<file path="src/design/dspm_pkg.sv">
`timescale 1ns / 1ps

package dspm_pkg;

   // item action codes
   localparam logic [1:0] ACT_LOAD = 2'd0;
   localparam logic [1:0] ACT_TEXT = 2'd1;
   localparam logic [1:0] ACT_END  = 2'd2;

   // pattern metacharacters
   localparam logic [7:0] DOT_BYTE  = 8'h2E;
   localparam logic [7:0] STAR_BYTE = 8'h2A;

   // broadcast control from the top level to every cell
   typedef struct packed {
      logic       rearm;
      logic       text;
      logic [7:0] symbol;
   } ctl_type;

   // what one cell presents to its neighbours and to the top level
   typedef struct packed {
      logic active;
      logic closed;
      logic is_star;
      logic close_out;
      logic adv_out;
   } cell_out_type;

endpackage

</file>
<file path="src/design/dspm_cell.sv">
`timescale 1ns / 1ps

module dspm_cell #(
   parameter int INDEX = 0,
   parameter int LEN_W = 6
) (
   input  logic                  clock,
   input  logic                  reset,
   input  dspm_pkg::ctl_type     ctl,
   input  logic                  wr_en,
   input  logic [LEN_W-1:0]      len,
   input  logic                  star_next,
   input  logic                  close_in,
   input  logic                  adv_in,
   output dspm_pkg::cell_out_type cell_out
);
   import dspm_pkg::*;

   logic [7:0] byte_ff;
   logic       act_ff;
   logic       act_in;
   logic       used;
   logic       starred;
   logic       closed;
   logic       hit;

   // pattern byte held by this position
   always_ff @(posedge clock) begin
      if (wr_en) begin
         byte_ff <= ctl.symbol;
      end
   end

   // element flags: inside the pattern, and followed by a star
   assign used    = LEN_W'(INDEX) < len;
   assign starred = star_next && (LEN_W'(INDEX + 1) < len);

   // position reached directly or by skipping a starred element two back
   assign closed = act_ff || close_in;
   assign hit    = closed && used && (byte_ff == ctl.symbol || byte_ff == DOT_BYTE);

   // on text, stay on a starred match or advance from the left; rearm arms cell 0
   always_comb begin
      act_in = act_ff;
      if (ctl.rearm) begin
         act_in = (INDEX == 0);
      end else if (ctl.text) begin
         act_in = (hit && starred) || adv_in;
      end
   end

   always_ff @(posedge clock) begin
      if (reset) begin
         act_ff <= (INDEX == 0);
      end else begin
         act_ff <= act_in;
      end
   end

   assign cell_out.active    = act_ff;
   assign cell_out.closed    = closed;
   assign cell_out.is_star   = (byte_ff == STAR_BYTE);
   assign cell_out.close_out = closed && starred;
   assign cell_out.adv_out   = hit && !starred;

endmodule

</file>
<file path="src/design/dot_star_pattern_matcher.sv">
`timescale 1ns / 1ps
// channel | direction | ports                                   | handshake
// req     | in        | req_action, req_symbol, req_first       | req_valid / req_ready
// rsp     | out       | rsp_matched, rsp_overflow               | rsp_valid / rsp_ready
//
// a new item is taken whenever req_ready is high: a row of position cells updates all active bits at
// once, and the star-skip closure ripples through the row like a carry chain.
// an end-of-text item writes its result into the output register when it is accepted.
// reset clears the pattern length, the overflow flag and arms position zero.
// req_ready drops only while a result waits in the output register and rsp_ready is low.

module dot_star_pattern_matcher #(
   parameter int MAX_PATTERN = 32
) (
   input  logic       clock,
   input  logic       reset,
   input  logic       req_valid,
   output logic       req_ready,
   input  logic [1:0] req_action,
   input  logic [7:0] req_symbol,
   input  logic       req_first,
   output logic       rsp_valid,
   input  logic       rsp_ready,
   output logic       rsp_matched,
   output logic       rsp_overflow
);
   import dspm_pkg::*;

   localparam int LEN_W = $clog2(MAX_PATTERN + 1);

   logic                   req_acc;
   logic                   load_acc;
   logic                   end_acc;
   ctl_type                ctl;
   logic [LEN_W-1:0]       len_ff;
   logic [LEN_W-1:0]       len_in;
   logic                   ovf_ff;
   logic                   ovf_in;
   logic [LEN_W-1:0]       wr_base;
   logic                   room;
   logic                   tail_ff;
   logic                   tail_in;
   logic                   tail_closed;
   logic [MAX_PATTERN:0]   closed_vec;
   logic [MAX_PATTERN:0]   act_vec;
   cell_out_type           outs [MAX_PATTERN];
   logic                   rsp_valid_ff;
   logic                   rsp_matched_ff;
   logic                   rsp_overflow_ff;

   // handshake
   assign req_ready = !rsp_valid_ff || rsp_ready;
   assign req_acc   = req_valid && req_ready;
   assign load_acc  = req_acc && (req_action == ACT_LOAD);
   assign end_acc   = req_acc && (req_action == ACT_END);

   assign ctl.rearm  = load_acc || end_acc;
   assign ctl.text   = req_acc && (req_action == ACT_TEXT);
   assign ctl.symbol = req_symbol;

   // pattern length and overflow bookkeeping
   assign wr_base = req_first ? '0 : len_ff;
   assign room    = wr_base < LEN_W'(MAX_PATTERN);

   always_comb begin
      len_in = len_ff;
      ovf_in = ovf_ff;
      if (load_acc) begin
         if (req_first) begin
            ovf_in = 1'b0;
         end
         if (room) begin
            len_in = wr_base + LEN_W'(1);
         end else begin
            len_in = wr_base;
            ovf_in = 1'b1;
         end
      end
   end

   always_ff @(posedge clock) begin
      if (reset) begin
         len_ff <= '0;
         ovf_ff <= 1'b0;
      end else begin
         len_ff <= len_in;
         ovf_ff <= ovf_in;
      end
   end

   // row of position cells
   for (genvar j = 0; j < MAX_PATTERN; j++) begin : g_cell
      logic close_in;
      logic adv_in;
      logic star_next;
      logic wr_en;

      if (j >= 2) begin : g_close
         assign close_in = outs[j-2].close_out;
      end else begin : g_close_none
         assign close_in = 1'b0;
      end

      if (j >= 1) begin : g_adv
         assign adv_in = outs[j-1].adv_out;
      end else begin : g_adv_none
         assign adv_in = 1'b0;
      end

      if (j + 1 < MAX_PATTERN) begin : g_star
         assign star_next = outs[j+1].is_star;
      end else begin : g_star_none
         assign star_next = 1'b0;
      end

      assign wr_en = load_acc && room && (wr_base == LEN_W'(j));

      dspm_cell #(
         .INDEX (j),
         .LEN_W (LEN_W)
      ) u_cell (
         .clock     (clock),
         .reset     (reset),
         .ctl       (ctl),
         .wr_en     (wr_en),
         .len       (len_ff),
         .star_next (star_next),
         .close_in  (close_in),
         .adv_in    (adv_in),
         .cell_out  (outs[j])
      );

      assign closed_vec[j] = outs[j].closed;
      assign act_vec[j]    = outs[j].active;
   end

   // final position past the last pattern store cell
   assign tail_closed = tail_ff || outs[MAX_PATTERN-2].close_out;

   always_comb begin
      tail_in = tail_ff;
      if (ctl.rearm) begin
         tail_in = 1'b0;
      end else if (ctl.text) begin
         tail_in = outs[MAX_PATTERN-1].adv_out;
      end
   end

   always_ff @(posedge clock) begin
      if (reset) begin
         tail_ff <= 1'b0;
      end else begin
         tail_ff <= tail_in;
      end
   end

   assign closed_vec[MAX_PATTERN] = tail_closed;
   assign act_vec[MAX_PATTERN]    = tail_ff;

   // output register
   always_ff @(posedge clock) begin
      if (reset) begin
         rsp_valid_ff <= 1'b0;
      end else if (end_acc) begin
         rsp_valid_ff <= 1'b1;
      end else if (rsp_ready) begin
         rsp_valid_ff <= 1'b0;
      end
   end

   always_ff @(posedge clock) begin
      if (end_acc) begin
         rsp_matched_ff  <= closed_vec[len_ff] && !ovf_ff;
         rsp_overflow_ff <= ovf_ff;
      end
   end

   assign rsp_valid    = rsp_valid_ff;
   assign rsp_matched  = rsp_matched_ff;
   assign rsp_overflow = rsp_overflow_ff;

   // checks
   a_ovf_no_match: assert property (@(posedge clock) disable iff (reset)
      rsp_valid && rsp_overflow |-> !rsp_matched)
      else $error("match reported together with overflow");

   a_rearm: assert property (@(posedge clock) disable iff (reset)
      load_acc |=> act_vec == (MAX_PATTERN + 1)'(1))
      else $error("position set not rearmed after pattern load");

   a_len_bound: assert property (@(posedge clock) disable iff (reset)
      len_ff <= LEN_W'(MAX_PATTERN))
      else $error("pattern length beyond store");

   a_empty_text: assert property (@(posedge clock) disable iff (reset)
      ctl.text && len_ff == '0 |=> act_vec == '0)
      else $error("empty pattern kept an active position after a text byte");

endmodule
</file>
<file path="config.mk">
export PLATFORM = sky130hd
export DESIGN_NAME = dot_star_pattern_matcher
export DESIGN_NICKNAME = d
export VERILOG_FILES = /design/src/design/dspm_pkg.sv /design/src/design/dspm_cell.sv /design/src/design/dot_star_pattern_matcher.sv
export SDC_FILE = /design/constraint.sdc
export NUM_CORES = 1
export LEC_CHECK = 0
export ABC_AREA = 1
export BUFFER_PORTS_ARGS = -buffer_cell sky130_fd_sc_hd__buf_2
export CAP_MARGIN = 20
export CORE_MARGIN = 10
export CORE_UTILIZATION = 35
export DETAILED_ROUTE_END_ITERATION = 10
export GPL_ROUTABILITY_DRIVEN = 0
export PLACE_DENSITY_LB_ADDON = 0.3
export SYNTH_ARGS = -nofsm -noshare
export SYNTH_HDL_FRONTEND = slang
export SYNTH_SLANG_ARGS = --single-unit
export TNS_END_PERCENT = 10
</file>
<file path="constraint.sdc">
create_clock -name clock -period 8.45 [get_ports clock]
set_input_delay 1.69 -clock clock [delete_from_list [all_inputs] [get_ports clock]]
set_output_delay 1.69 -clock clock [all_outputs]
set_load 0.01 [all_outputs]
</file>
# [Word level (Yosys, flattened, before mapping)]
# Index checks and enable logic that the tools add are counted.
[op_classes] add_sub_neg=1 eq_ne=129 order_cmp=34 n_reduce_logical=359 muxes=8
[ops] cell="8-bit by 6-bit == test with 1-bit output, second input constant" count=63
[ops] cell="8-bit == test" count=32
[ops] cell="1-bit logical AND" count=226
[ops] cell="6-bit by 5-bit == test with 1-bit output, second input constant" count=16
[ops] cell="5-bit by 6-bit less-than comparator with 1-bit output, first input constant" count=16
[ops] cell="1-bit logical OR" count=95
[ops] cell="6-bit by 4-bit == test with 1-bit output, second input constant" count=8
[ops] cell="4-bit by 6-bit less-than comparator with 1-bit output, first input constant" count=8
[ops] cell="1-bit zero test" count=33
[ops] cell="6-bit by 3-bit == test with 1-bit output, second input constant" count=4
[ops] cell="3-bit by 6-bit less-than comparator with 1-bit output, first input constant" count=4
[ops] cell="6-bit by 2-bit == test with 1-bit output, second input constant" count=2
[ops] cell="1-bit by 6-bit less-than comparator with 1-bit output, first input constant" count=2
[ops] cell="2-bit by 6-bit less-than comparator with 1-bit output, first input constant" count=2
[ops] cell="6-bit 2-to-1 mux" count=2
[ops] cell="6-bit by 7-bit less-than comparator with 1-bit output, second input constant" count=1
[ops] cell="6-bit by 1-bit adder with 6-bit output, second input constant" count=1
[ops] cell="1-bit binary-select mux with 6-bit select" count=1
[ops] cell="6-bit by 1-bit == test with 1-bit output, second input constant" count=1
[ops] cell="6-bit zero test" count=1
[ops] cell="6-bit less-than comparator, second input constant" count=1
[ops] cell="1-bit 2-to-1 mux" count=5
[ops] cell="2-bit by 1-bit == test with 1-bit output, second input constant" count=1
[ops] cell="2-bit == test, second input constant" count=1
[ops] cell="other kinds (5)" count=5
[word_totals] ff_bits=299 in_bits=15 out_inout_bits=4 elab_cells=601

# [Depth between registers and ports, before layout]
# Gate-level depths: netlist (run 1).
[depth] ltp_word=37 depth_mapped=40

# [Hierarchy]
# From an unflattened synthesis (run 1), not the netlist that was laid out.
[unflattened] hier_cells=2315 area_unflattened_um2=18560.3
[modules_own_cells] mod="dot_star_pattern_matcher" seq_area_each_um2=240.2 instances=1 cells_per_inst=216 area_each_um2=1229.9
[modules_own_cells] mod="dspm_cell (g_cell[14].u_cell ...)" seq_area_each_um2=260.2 instances=2 cells_per_inst=68 area_each_um2=541.8
[modules_own_cells] mod="dspm_cell (g_cell[24].u_cell)" seq_area_each_um2=260.2 instances=1 cells_per_inst=67 area_each_um2=568.0
[modules_own_cells] mod="dspm_cell (g_cell[28].u_cell)" seq_area_each_um2=260.2 instances=1 cells_per_inst=64 area_each_um2=568.0
[modules_own_cells] mod="dspm_cell (g_cell[5].u_cell)" seq_area_each_um2=260.2 instances=1 cells_per_inst=69 area_each_um2=565.5
[modules_own_cells] mod="dspm_cell (g_cell[12].u_cell)" seq_area_each_um2=260.2 instances=1 cells_per_inst=66 area_each_um2=556.8
[modules_own_cells] mod="dspm_cell (g_cell[0].u_cell)" seq_area_each_um2=260.2 instances=1 cells_per_inst=67 area_each_um2=551.8
[modules_own_cells] mod="dspm_cell (g_cell[25].u_cell)" seq_area_each_um2=260.2 instances=1 cells_per_inst=70 area_each_um2=551.8
[modules_own_cells] mod="dspm_cell (g_cell[15].u_cell)" seq_area_each_um2=260.2 instances=1 cells_per_inst=66 area_each_um2=548.0
[modules_own_cells] mod="dspm_cell (g_cell[22].u_cell)" seq_area_each_um2=260.2 instances=1 cells_per_inst=66 area_each_um2=546.8
[modules_own_cells] mod="dspm_cell (g_cell[21].u_cell)" seq_area_each_um2=260.2 instances=1 cells_per_inst=68 area_each_um2=545.5
[modules_own_cells] mod="dspm_cell (g_cell[17].u_cell)" seq_area_each_um2=260.2 instances=1 cells_per_inst=68 area_each_um2=544.3
[modules_own_cells] mod="dspm_cell (g_cell[19].u_cell)" seq_area_each_um2=260.2 instances=1 cells_per_inst=66 area_each_um2=544.3
[modules_own_cells] mod="dspm_cell (g_cell[3].u_cell)" seq_area_each_um2=260.2 instances=1 cells_per_inst=64 area_each_um2=544.3
[modules_own_cells] mod="18 more rows"

# [Worst setup path before layout (run 1)]
# No wires, ideal clock.
[synth_path] path_kind="in2reg" from="input rsp_ready" to="register g_cell[14].u_cell.byte_ff[0], enable pin" slack_ns=4.774 cell_stages=10 setup_time_ns=0.383 t_arrival_ns=3.292 cell_sequence="inv_1 nand2_1 nand2_1 nor2_1 inv_1 nor2_1 inv_1 nor2_1 nand2_1 nor3_1"
[synth_via] elab_chain_len=5
[synth_rtl] item="from (decl)" line="dot_star_pattern_matcher.sv:23" text="input logic rsp_ready,"
[synth_rtl] item="1-bit logical OR" line="dot_star_pattern_matcher.sv:52" text="assign req_ready = !rsp_valid_ff || rsp_ready;"
[synth_rtl] item="via req_ready" line="dot_star_pattern_matcher.sv:18" text="output logic req_ready,"
[synth_rtl] item="1-bit logical AND" line="dot_star_pattern_matcher.sv:53" text="assign req_acc = req_valid && req_ready;"
[synth_rtl] item="1-bit logical AND" line="dot_star_pattern_matcher.sv:54" text="assign load_acc = req_acc && (req_action == ACT_LOAD);"
[synth_rtl] item="1-bit logical AND (2 in a row)" line="dot_star_pattern_matcher.sv:116" text="assign wr_en = load_acc && room && (wr_base == LEN_W'(j));"
[synth_rtl] item="via g_cell[14].u_cell.wr_en" line="dspm_cell.sv:10" text="input logic wr_en,"
[synth_rtl] item="to (signal assigned)" line="dspm_cell.sv:30" text="byte_ff <= ctl.symbol;"
[synth_rtl] item="to (decl)" line="dspm_cell.sv:19" text="logic [7:0] byte_ff;"
# The timed path passes the listed nets, and every way through them passes these cells.
# A chain may end at the register's enable or synchronous reset.

# [Worst setup path in the final report (run 1)]
[layout_path] from="input rsp_ready" to="register g_cell[14].u_cell.byte_ff[3], enable pin"
[layout_via] elab_chain_len=5
[layout_rtl] item="1-bit logical OR" line="dot_star_pattern_matcher.sv:52"
[layout_rtl] item="1-bit logical AND" line="dot_star_pattern_matcher.sv:53"
[layout_rtl] item="1-bit logical AND" line="dot_star_pattern_matcher.sv:54"
[layout_rtl] item="1-bit logical AND (2 in a row)" line="dot_star_pattern_matcher.sv:116"
[layout_rtl] item="via g_cell[14].u_cell.wr_en" line="dspm_cell.sv:10"
# The timed path passes the listed nets, and every way through them passes these cells.

==> summary.txt, run 1 <==
Diode count: 0
Final WL: 42500 um
Hold Fails Final Rpt: 0
Area grow syn2layout: 12.3%
EDFF count, synth: 258
Data arrival, critical path: 4410 ps
Die Y-Extent: 232 um
Worst-Skew Late Latency: 530 ps
Clock-pin slew of the registers on the worst-case setup and hold paths: 60 ps
Status: finished clean
Worst Path Max Fanout: 15
Ys async rst share: 0%
Io pins: 19
Fin. max-slew vios: 0
H-tree levels: 2
Largest stage delay, worst path: 970 ps
Worst Hold Class: reg2reg
Dpl ws: 3630 ps
Critical Setup Path Class: in2reg
Crit-path cells: buf_2 -> inv_1 -> nand2_1 -> nand2_1 -> nor2_1 -> inv_1 -> nor2_1 -> inv_1 -> nor2_1 -> nand2_1 -> nor3_1
Switching share of power: 23.0%
Drt wl/cell: 18.8 um
Crit path from: rsp_ready
TritonCTS clock tree: done
Worst setup EP type: register
Final Worst Setup Slack: 4190 ps
Worst r2r dst: rsp_matched
Tcrit/Tclk final: 50.4%
Worst Tran Pin Value: 1040 ps
Vias: 11800
CP max stage cell: nor3_1
Max Cap Viol: 0
Total core area: 44300 um^2
CTS max path bufs: 3
FP Rows: 77
Initial Util: 35.5%
Syn Nets: 1641
Setup_tns: 0 ps
Buf/Inv on CP: 4
DR iter-0 viols: 962
Sequential area share after synthesis: 54.4%
GRT Total Usage: 15.5%
Worst r2r path cells: 36
Die X: 232 um
WHS: 466 ps
DRT Pass-1 Iters: 5
Syn Inst Count: 1622
Synth warn: 0
WP data required: 8600 ps
Fillers: 4319
Clk_skew: 16.9 ps
Min-Delay Path Depth: 2
Power density over cell area: 189 nW/um^2
Critical path startpoint category: primary input
Post-layout minimum cycle time: 4260 ps
# clock sinks: 299
Leakage power: 6.40 nW
Total grt overflow: 0
Synth cell types: 60
Port bufs: 18
Relative slew slack: 30.5%
First-pass GRT wire length: 65600 um
Peak Freq: 235 MHz
FF+latch count, synth: 299
Post_cts resized: 0
NumNets Final: 1663
Levels on crit path: 11
Util after Layout: 39.9%
Synth Area per Inst: 9.71 um^2
Final Instance Area: 17700 um^2
Part of the power in registers: 48.3%
Clock Tree Root: clkbuf_16
Vias in the first global route: 11600
Clock buffer count from CTS: 34
Routed Antenna Nets: 0
Initial antenna violation count: 0
Dominant synthesized flop cell: edfxtp_1
Cell internal pwr: 0.00258 W
Worst Setup EP: g_cell[14].u_cell.byte_ff[3]
Placed Area: 16500 um^2
Psw: 0.000768 W
Crit path max-delay family: simple AND/OR/NAND/NOR gates
Vias per cell: 5.21
Clock share of power: 45.0%
Post-route DRC violation count: 0
RR Startpoint: len_ff[1]
Post-CTS Hold Buffers: 0
RSZ-0062 raised after global routing: false
Comb power frac: 6.7%
Setup Buffers After CTS: 0
Die ar.: 53900 um^2
Setup-failing EPs final: 0
VDD IR-drop max: 188 uV
Share of post-route cells with drive strength above 1: 12.3%
Detailed Place HPWL: 28400 um
Register-to-Register Setup Slack: 4230 ps
Largest net degree at the start of global routing: 49
Cell Area, Synth: 15700 um^2
==> state kept, by name (all words and copies together), names as in the netlist <==
register / flops
g_cell.u_cell.byte_ff: 256
g_cell.u_cell.act_ff: 32
len_ff: 6
ovf_ff: 1
rsp_matched: 1
rsp_overflow: 1
rsp_valid: 1
tail_ff: 1
==> worst min-delay path, delay by kind of cell (launching register included) <==
kind / cells / cell delay, ps
compound gates: 1 / 50
flops: 1 / 310
simple gates: 1 / 60
==> synth_stat cells, types with 2 or more instances <==
| cell | n | area share, % |
|---|---|---|
| o41ai_1 | 6 | 0.33 |
| o22ai_1 | 9 | 0.36 |
| and3_1 | 2 | 0.079 |
| o2111ai_1 | 7 | 0.39 |
| nand2_4 | 9 | 0.64 |
| xor2_1 | 74 | 4.1 |
| a211oi_1 | 6 | 0.29 |
| nor3_1 | 40 | 1.3 |
| a2bb2oi_1 | 2 | 0.11 |
| a21oi_1 | 30 | 0.95 |
| nor2_4 | 4 | 0.29 |
| buf_1 | 12 | 0.29 |
| ha_1 | 4 | 0.32 |
| a221oi_1 | 4 | 0.22 |
| inv_1 | 208 | 5.0 |
| o32ai_1 | 4 | 0.22 |
| nor2_1 | 128 | 3.1 |
| nor2_2 | 5 | 0.20 |
| a2111oi_0 | 4 | 0.22 |
| nand2_1 | 248 | 5.9 |
| nor4_1 | 53 | 2.1 |
| o211ai_1 | 6 | 0.29 |
| nor4_4 | 2 | 0.27 |
| nand3b_1 | 7 | 0.33 |
| or2_2 | 21 | 0.83 |
| clkinv_1 | 3 | 0.071 |
| a31oi_1 | 6 | 0.24 |
| o21ai_0 | 53 | 1.7 |
| o21ai_1 | 2 | 0.064 |
| nand3_1 | 77 | 2.4 |
| clkbuf_1 | 39 | 0.93 |
| dfxtp_1 | 41 | 5.2 |
| inv_2 | 5 | 0.12 |
| nor3_4 | 2 | 0.21 |
| o31ai_1 | 8 | 0.38 |
| nor3b_1 | 7 | 0.33 |
| xnor2_1 | 88 | 4.9 |
| nand3_2 | 3 | 0.19 |
| nand4_1 | 59 | 2.3 |
| nand2_2 | 48 | 1.9 |
| o221ai_1 | 6 | 0.33 |
| edfxtp_1 | 258 | 49 |
| o221a_2 | 4 | 0.29 |
| a41oi_1 | 2 | 0.11 |
==> placed cells by master, fill, tap and decap left out, drive strengths merged, types with 7 or more instances in the layout <==
cell type,n
nand3,81
xnor2,88
nor3b,7
clkinv,15
nand2,306
a21oi,31
nor2,137
o22ai,9
nor4,55
nor3,43
nand3b,7
o21ai,56
or2,21
inv,216
buf,39
nand4,59
edfxtp,258
xor2,74
clkbuf,43
o2111ai,7
o31ai,8
dfxtp,41
==> worst min-delay path by stage <==
stage / slack (ps) / to / from
after detailed placement: 460 / tail_ff / tail_ff
after floorplan: 430 / rsp_overflow / ovf_ff
after global placement: 450 / tail_ff / tail_ff
after CTS: 470 / tail_ff / tail_ff
final: 470 / tail_ff / tail_ff
after global routing: 500 / g_cell[31].u_cell.act_ff / g_cell[31].u_cell.act_ff
==> per-stage QoR <==
stage          power, W  cells
2_1_floorplan   0.00178   1622
3_3_place_gp    0.00187   2199
3_5_place_dp    0.00187   2199
4_1_cts         0.00337   2261
5_1_grt         0.00345   2262
6_report        0.00334   2262
==> power by group through the flow <==
| stage | sequential (W) | clock, W | combinational [W] |
|---|---|---|---|
| final | 0.00162 | 0.00150 | 0.000225 |
| after global routing | 0.00162 | 0.00159 | 0.000244 |
| after CTS | 0.00162 | 0.00153 | 0.000226 |
| after detailed placement | 0.00165 | 0 | 0.000225 |
| after global placement | 0.00165 | 0 | 0.000222 |
| after floorplan | 0.00165 | 0 | 0.000134 |
==> area by class of cell <==
class                   count  area, um^2  share of cell area, %
multi-input cells        1051        6140                   34.7
clock inverters            20         204                   1.15
repair buffers             40         255                   1.44
clock buffers              42         955                   5.40
well taps                 592         741                   4.19
inverters                 218         828                   4.68
flip-flops and latches    299        8570                   48.4
==> metal layers <==
| layer | routed length [um] | vias to the layer above | track usage, % |
|---|---|---|---|
| met5 | 0 | - | 0 |
| met4 | 1530 | 0 | 6.45 |
| met3 | 2390 | 81 | 2.24 |
| met2 | 19900 | 346 | 26.2 |
| met1 | 18600 | 5739 | 19.6 |
| li1 | - | 5624 | - |
==> kinds of logic after synthesis <==
family / count (synthesis) / share of synthesized area (%)
and+or+nand+nor: 719 / 22.8
adders and majority gates: 4 / 0.318
DFF: 299 / 54.4
buffers and inverters: 272 / 6.63
AOI/OAI and AO/OA: 166 / 6.87
xor gates and xnor gates: 162 / 9.01
Power figures use the tool's default switching activity.
==> run 2, diff against run 1 <==
Clock period 8.45 ns to 4.1 ns, I/O delays scaled along.
==> run 2 against run 1 <==
  * Worst hold slack better by 5.7 ps
  * Sequential power is 110% higher
  * Register-to-register slack got worse by 3800 ps
  * Flip-flop and latch count unchanged
  * Final cell count grew 1.8%
  * Wire length up 2.6%
  * Largest cell class unchanged
==> summary.txt, run 2 (synthesis gave the netlist of run 1 again) <==
Detailed Place HPWL: 29600 um (+4.0%)
Worst hold start: g_cell[31].u_cell.act_ff
Drt wl/cell: 18.9 um (+0.77%)
DRT Pass-1 Iters: 6 (+1)
Vias in the first global route: 11900 (+3.3%)
Critical path startpoint category: register
Biggest regs: g_cell.u_cell.byte_ff: 256 flops, g_cell.u_cell.act_ff: 32 flops, len_ff: 6 flops
Max reg flops: 256 (unchanged)
Vias per cell: 5.19 (-0.38%)
RSZ-0062 raised after global routing: false
Area grow syn2layout: 15.2%
Commonest cells after routing, fill and taps aside: 258 x edfxtp_1, 248 x nand2_1, 208 x inv_1
Post-CTS Hold Buffers: 0 (unchanged)
Placed Area: 17000 um^2 (+2.6%)
Post_cts resized: 0 (unchanged)
Die Y-Extent: 232 um (unchanged)
Setup_tns: 0 ps (unchanged)
Crit path top cell by count: nand2_2
Worst Tran Pin Value: 970 ps (-70.6 ps)
FP Rows: 77 (unchanged)
Clock-pin slew of the registers on the worst-case setup and hold paths: 60 ps (about the same)
Clk_skew: 16.9 ps (+0.0154 ps)
Hold Fails Final Rpt: 0 (unchanged)
Post-layout minimum cycle time: 3670 ps
NumNets Final: 1706 (+2.6%)
WP data required: 4480 ps (-4120 ps)
Total grt overflow: 0 (unchanged)
Final Instance Area: 18100 um^2 (+2.5%)
Port bufs: 18 (unchanged)
CTS max path bufs: 3 (unchanged)
# clock sinks: 299 (unchanged)
Worst setup EP type: register
Total core area: 44300 um^2 (unchanged)
Peak Freq: 273 MHz
CP max stage cell: dfxtp_1
Commonest non-fill, non-tap cell in the layout: edfxtp_1
Share of post-route cells with drive strength above 1: 14.6% (+2.2 points)
Setup Buffers After CTS: 0 (unchanged)
VDD IR-drop max: 305 uV (+62%)
Die X: 232 um (unchanged)
Fin. max-slew vios: 0 (unchanged)
First-pass GRT wire length: 68100 um (+3.8%)
Initial antenna violation count: 1 (+1)
Worst-Skew Late Latency: 520 ps (about the same)
M1 wire length: 20000 um (+7.2%)
Crit path from: len_ff[1]
Worst Hold Class: reg2reg
DR iter-0 viols: 800 (-17%)
Initial Util: 35.5% (unchanged)
Top reg by flops: g_cell.u_cell.byte_ff
Largest stage delay, worst path: 510 ps (-460 ps)
Die ar.: 53900 um^2 (unchanged)
GRT Total Usage: 16.0% (+0.49 points)
Diode count: 0 (unchanged)
Buf/Inv on CP: 0 (-4)
Critical Setup Path Class: reg2reg
Io pins: 19 (unchanged)
Register-to-Register Setup Slack: 430 ps (-3800 ps)
Relative slew slack: 35.2% (+4.7 points)
Largest net degree at the start of global routing: 65 (+33%)
Worst Path Max Fanout: 11 (-4)
Met3 WL: 1690 um (-30%)
Power density over cell area: 386 nW/um^2 (+100%)
Vias: 12000 (+1.4%)
Clock buffer count from CTS: 35 (+2.9%)
Data arrival, critical path: 4050 ps (-360 ps)
Min-Delay Path Depth: 2 (unchanged)
TritonCTS clock tree: done
Met2 WL: 20500 um (+3.1%)
Final WL: 43600 um (+2.6%)
Routed Antenna Nets: 0 (unchanged)
Status: finished clean
Clock Tree Root: clkbuf_16
Worst r2r path cells: 36 (unchanged)
Crit path max-delay family: simple AND/OR/NAND/NOR gates
Setup-failing EPs final: 0 (unchanged)
Post-route DRC violation count: 0 (unchanged)
Leakage power: 6.68 nW (+4.4%)
Max Cap Viol: 0 (unchanged)
RR Startpoint: len_ff[1]
DR top layer: met4
Tcrit/Tclk final: 89.5%
H-tree levels: 2 (unchanged)
Worst r2r dst: rsp_matched
Hold Path End: g_cell[31].u_cell.act_ff
==> run 2: changes by cell type in the layout (fill, tap and decap cells not counted), sizes merged <==
cell      before  now
buf           39   82
clkinvlp       4    1
bufinv         3    5
inv          216  214
clkinv        15   16
==> run 2: stage by stage <==
stage | total power [W] | hold slack (ps) | std cells | setup slack (ps) | util, %
2_1_floorplan | 0.00367 | 432 | 1622 | 973 | -
3_3_place_gp | 0.00386 | 455 | 2242 | 509 | 38.2
3_5_place_dp | 0.00387 | 461 | 2242 | 373 | 38.2
4_1_cts | 0.00706 | 470 | 2303 | 334 | 40.9
5_1_grt | 0.00723 | 485 | 2303 | 22.3 | 40.9
6_report | 0.00700 | 472 | 2303 | 432 | 40.9
==> run 2: layout make-up <==
| class | instances | area (um^2) |
|---|---|---|
| Tap cell | 592 | 741 |
| Clock buffer | 43 | 958 |
| Clock inverter | 18 | 220 |
| Timing Repair Buffer | 82 | 671 |
| Multi-Input combinational cell | 1051 | 6150 |
| Inverter | 218 | 828 |
| Fill cell | 4350 | 26200 |
| Sequential cell | 299 | 8570 |
==> run 2: per-layer routing <==
metal / track usage (%) / vias up
met5: 0 / -
met4: 5.72 / 0
met1: 21.1 / 5854
li1: - / 5716
met2: 26.7 / 306
met3: 1.93 / 82
==> run 2: worst min-delay path: cells and delay by family, from the launching register on <==
| family | cells | cell delay, ps |
|---|---|---|
| DFF | 1 | 310 |
| and+or+nand+nor | 1 | 60 |
| AOI/OAI and AO/OA | 1 | 60 |
==> run 2: power by group <==
part | internal [W] | leakage, nW | switching (W)
Combinational | 0.000145 | 3.45 | 0.000329
Sequential | 0.00332 | 2.65 | 0.0000108
Clock | 0.00197 | 0.578 | 0.00122
Total | 0.00544 | 6.68 | 0.00156
==> run 2: worst max-delay path by stage <==
stage | endpoint | depth (start not counted)
after global routing | rsp_matched | 39
after floorplan | rsp_matched | 39
after global placement | rsp_matched | 34
final | rsp_matched | 36
after CTS | rsp_matched | 34
after detailed placement | rsp_matched | 34
